<file path="config.mk">
export PLATFORM = sky130hd
export DESIGN_NAME = rc4_ctrl
export DESIGN_NICKNAME = d
export VERILOG_FILES = /design/src/sv/rc4_pkg.sv /design/src/sv/rc4_ctrl.sv
export SDC_FILE = /design/constraint.sdc
export NUM_CORES = 1
export LEC_CHECK = 0
export BUFFER_PORTS_ARGS = -buffer_cell sky130_fd_sc_hd__buf_2
export CORE_AREA = 3 3 40 42
export CTS_CLUSTER_DIAMETER = 80
export DETAILED_ROUTE_END_ITERATION = 8
export DIE_AREA = 0 0 43 45
export PLACE_DENSITY_LB_ADDON = 0.1
export SKIP_CTS_REPAIR_TIMING = 1
export SYNTH_ARGS = -nofsm -noshare
export SYNTH_HDL_FRONTEND = slang
export SYNTH_SLANG_ARGS = --single-unit
export TNS_END_PERCENT = 30
</file>
<file path="constraint.sdc">
create_clock -name clk_i -period 2.4 [get_ports clk_i]
set_clock_uncertainty 0.15 [all_clocks]
set_input_delay 0.6 -clock clk_i [delete_from_list [all_inputs] [get_ports clk_i]]
set_output_delay 0.6 -clock clk_i [all_outputs]
set_load 0.01 [all_outputs]
</file>
<file path="src/sv/rc4_pkg.sv">
// ----------------------------------------------------------------------------
// rc4_pkg
// Shared types and constants for the RC4 stream cipher core.
// ----------------------------------------------------------------------------
package rc4_pkg;

  localparam int unsigned RC4_KEY_MAX    = 256;
  localparam int unsigned RC4_SBOX_DEPTH = 256;

  typedef logic [7:0] rc4_byte_t;

  localparam logic OPER_KEY  = 1'b0;
  localparam logic OPER_DATA = 1'b1;

  typedef enum logic [3:0] {
    OP_NONE,
    OP_KEY_WR,
    OP_SCHED_INIT,
    OP_SCHED_RD,
    OP_SCHED_ACC,
    OP_SCHED_W1,
    OP_SCHED_W2,
    OP_DATA_START,
    OP_DATA_J,
    OP_DATA_W1,
    OP_DATA_W2,
    OP_DATA_OUT
  } rc4_op_e;

  typedef struct packed {
    logic sched_last;
  } rc4_status_t;

endpackage

</file>
<file path="src/sv/rc4_ctrl.sv">
// ----------------------------------------------------------------------------
// rc4_ctrl
// Sequencer for key loading, key schedule and keystream generation.
// ----------------------------------------------------------------------------
module rc4_ctrl
  import rc4_pkg::*;
(
  input  logic        clk_i,
  input  logic        rst_ni,
  input  logic        in_valid_i,
  input  logic        in_operation_i,
  input  logic        in_last_i,
  output logic        in_ready_o,
  output logic        out_valid_o,
  input  logic        out_ready_i,
  input  rc4_status_t status_i,
  output rc4_op_e     cmd_o
);

  typedef enum logic [3:0] {
    S_IDLE,
    S_INIT,
    S_RD,
    S_ACC,
    S_W1,
    S_W2,
    S_DJ,
    S_DW1,
    S_DW2,
    S_DOUT
  } state_e;

  state_e state_q;
  logic   out_valid_q;
  logic   in_fire;
  logic   out_free;

  assign in_ready_o  = (state_q == S_IDLE);
  assign in_fire     = in_valid_i && in_ready_o;
  assign out_valid_o = out_valid_q;
  assign out_free    = !out_valid_q || out_ready_i;

  always_comb begin
    cmd_o = OP_NONE;
    unique case (state_q)
      S_IDLE: begin
        if (in_fire) begin
          cmd_o = (in_operation_i == OPER_DATA) ? OP_DATA_START : OP_KEY_WR;
        end
      end
      S_INIT:  cmd_o = OP_SCHED_INIT;
      S_RD:    cmd_o = OP_SCHED_RD;
      S_ACC:   cmd_o = OP_SCHED_ACC;
      S_W1:    cmd_o = OP_SCHED_W1;
      S_W2:    cmd_o = OP_SCHED_W2;
      S_DJ:    cmd_o = OP_DATA_J;
      S_DW1:   cmd_o = OP_DATA_W1;
      S_DW2:   cmd_o = OP_DATA_W2;
      S_DOUT: begin
        if (out_free) begin
          cmd_o = OP_DATA_OUT;
        end
      end
      default: cmd_o = OP_NONE;
    endcase
  end

  always_ff @(posedge clk_i or negedge rst_ni) begin
    if (!rst_ni) begin
      state_q     <= S_IDLE;
      out_valid_q <= 1'b0;
    end else begin
      if (state_q == S_DOUT && out_free) begin
        out_valid_q <= 1'b1;
      end else if (out_valid_q && out_ready_i) begin
        out_valid_q <= 1'b0;
      end
      unique case (state_q)
        S_IDLE: begin
          if (in_fire) begin
            if (in_operation_i == OPER_DATA) begin
              state_q <= S_DJ;
            end else if (in_last_i) begin
              state_q <= S_INIT;
            end
          end
        end
        S_INIT: state_q <= S_RD;
        S_RD:   state_q <= S_ACC;
        S_ACC:  state_q <= S_W1;
        S_W1:   state_q <= S_W2;
        S_W2:   state_q <= status_i.sched_last ? S_IDLE : S_RD;
        S_DJ:   state_q <= S_DW1;
        S_DW1:  state_q <= S_DW2;
        S_DW2:  state_q <= S_DOUT;
        S_DOUT: begin
          if (out_free) begin
            state_q <= S_IDLE;
          end
        end
        default: state_q <= S_IDLE;
      endcase
    end
  end

endmodule

</file>
==> results.md <==
* Pwr dens at approximately 1400 nW/um2
* Adder-cell share of the synthesized area at 0%
* Clock Path Buffers at 2
* Via count at 354
* Fmax at roughly 450 MHz
* Critical path data required time at around 1700 ps
* Clk sinks at 5
* Die Ht at approximately 45 um
* FF/Latch Area at ~130 um2
* TritonCTS clock tree: yes
* Commonest cells after routing, fill and taps aside: buf_2, dfrtp_1, nor2_1, nand2_1, a21oi_1
* Avg Cell Area, Syn at ~8.6 um2
* # DRC at 0
* R2r setup slk at approximately 1100 ps
* DR vias/cell at approximately 5
* Diode count at 0
* Maximum VDD drop at 0.5376 mV
* Crit-path slowest cell: dfrtp_1
* CTS Buf Count at 3
* DR pass1 iterations at 2
* Antenna-violating nets left at 0
* Hold Violations, Final at 0
* H-tree depth at 1
* Largest family of logic cells by synthesized area: compound AO/OA/AOI/OAI gates
* PortBufs at 12
* CP Cell Sequence: and2_4 -> o41ai_2 -> buf_2
* Core region area at 1285 um2
* Crit path kind: reg2out
* Setup TNS Final at 0 ps
* Hold_ws at 15.53 ps
* Ys async rst share at 100.0%
* R2R Path Start: state_q[0]
* Max Cap Viol at 0
* Ports at 13
* Final period utilization at roughly 92%
* Clock Latency Late Sink at roughly 240 ps
* Status: completed
* Mux share of post-synthesis cell area at 0%
* Final HPWL DP at ~620 um
* Synth-to-Final Area Change at 20.20%
* Final nets at 64
* Top_reg_cell synth: dfrtp_1
* Crit path DAT at around 1500 ps
* Initial antenna violation count at 0
* EDFF count, synth at 0
* GRT Util Overall at between 10% and 20%
* Die ar. at a little under 2000 um2
* Crit-path max FO at 11
* Simple-Gate Fraction of Synth Area at between 20 and 30%
* Layout cells sized above 1 at between 30% and 40%
* Post-Synth XOR/XNOR Area at about 2.3%
* Fin crit period at 2203 ps
* Cell variety after synth at 26
* Die W at approximately 43 um
* RSZ-0062 raised after global routing: no
* Sequential area share after synthesis at about a third
* Yosys warns at 0
* Post-DR wirelength/cell at about 12 um
* Final WL at between 800 and 900 um
* Root Buffer: clkbuf_4
* Clock transition at the registers of the reported paths at around 40 ps
* HP Class: in2async
* Worst setup EP type: output pin
* GRT overflow at 0
* Gpl congestion at a little under 0.7
* Gate Count Post-Synth at 44
* Fillcell total at between 100 and 150
* Place WS at between 300 and 400 ps
* Vias in the first global route at around 360
* Initial core utilization at just under 30%
* Relative slew slack at 74.53%
* Post-synthesis cell area at approximately 380 um2
* Worst-margin pin slew at around 380 ps
* Largest stage delay, worst path at approximately 500 ps
* Final slew viol count at 0
* Synthesized Nets at 51
* Final setup margin at between 150 and 200 ps
* R2R Path End: state_q[2]
* First DRT Iteration DRCs at 9
* Worst reg-to-reg path cell count at 3
* Final count of negative-setup-slack endpoints at 0
* Num rows at 13
* Leak at ~0.00022 uW
* #FFs+latches synth at 5
* Crit start category: flip-flop
* First-pass GRT wire length at around 1600 um
* Synth Area in Compound Gates at approximately 28%
* Commonest non-fill, non-tap cell in the layout: buf_2
* Area of the multi-input gates at 212.7 um2
* Largest net degree at the start of global routing at 13
-- routing by layer --
metal / track usage [%] / part of all wire [%]
met5: 0 / 0
met4: 5.422 / 0
met3: 4.781 / 5.4
met2: 16.77 / 48
met1: 13.63 / 46
-- worst max path at each step --
stage                     from  slack, ps       end
detailed placement  in_valid_i        300  cmd_o[0]
finish              state_q[0]        200  cmd_o[1]
CTS                 state_q[0]        180  cmd_o[1]
global placement    in_valid_i        290  cmd_o[0]
floorplan           in_valid_i        580  cmd_o[0]
global route        state_q[1]         80  cmd_o[0]
-- where the power goes --
group | internal, uW | switching [uW] | total [uW]
Sequential | 117 | 95.5 | 212
Combinational | 168 | 173 | 341
Clock | 62.8 | 33.2 | 96.0
Total | 348 | 301 | 649
-- cell usage after synthesis (2+ instances only) --
master | instances | area [um2]
inv_1 | 2 | 7.510
nand2b_1 | 2 | 12.51
nand3b_1 | 2 | 15.01
nor4_1 | 2 | 12.51
buf_2 | 2 | 10.01
dfrtp_1 | 5 | 125.1
nor2_1 | 4 | 15.01
nand2_1 | 4 | 15.01
a21oi_1 | 4 | 20.02
-- logic make-up after synthesis --
family	count (synthesis)
AND/OR/NAND/NOR	17
buffers and inverters	7
AO/OA/AOI/OAI	14
flip-flops	5
XOR/XNOR	1
-- area by class of cell --
type / instances / area share, %
timing repair buffer: 12 / 13.22
clock buffer: 4 / 5.785
sequential: 5 / 27.55
multi-input combinational: 32 / 46.83
tap: 15 / 4.132
inverter: 3 / 2.479
-- worst max-delay path, delay by kind of cell, from the launching register on --
kind                   cells  cell delay, ps
buffers and inverters      1             180
flip-flops                 1             500
AO/OA/AOI/OAI              1             300
AND/OR/NAND/NOR            1             230
-- flip-flops by register name, indices dropped and copies added, names as in the netlist --
register,cells
out_valid_o,1
state_q,4
-- per-stage QoR --
stage / power (uW) / utilization (%) / std cells / instance area (um2)
floorplan: 478.6 / - / 44 / 377.9
finish: 649.3 / 35.35 / 71 / 454.2
CTS: 661.4 / 35.35 / 71 / 454.2
detailed placement: 555.4 / 33.30 / 67 / 427.9
global placement: 563.1 / 33.30 / 67 / 427.9
global route: 725.8 / 35.35 / 71 / 454.2
No activity file was read; power rests on OpenSTA's default activity.
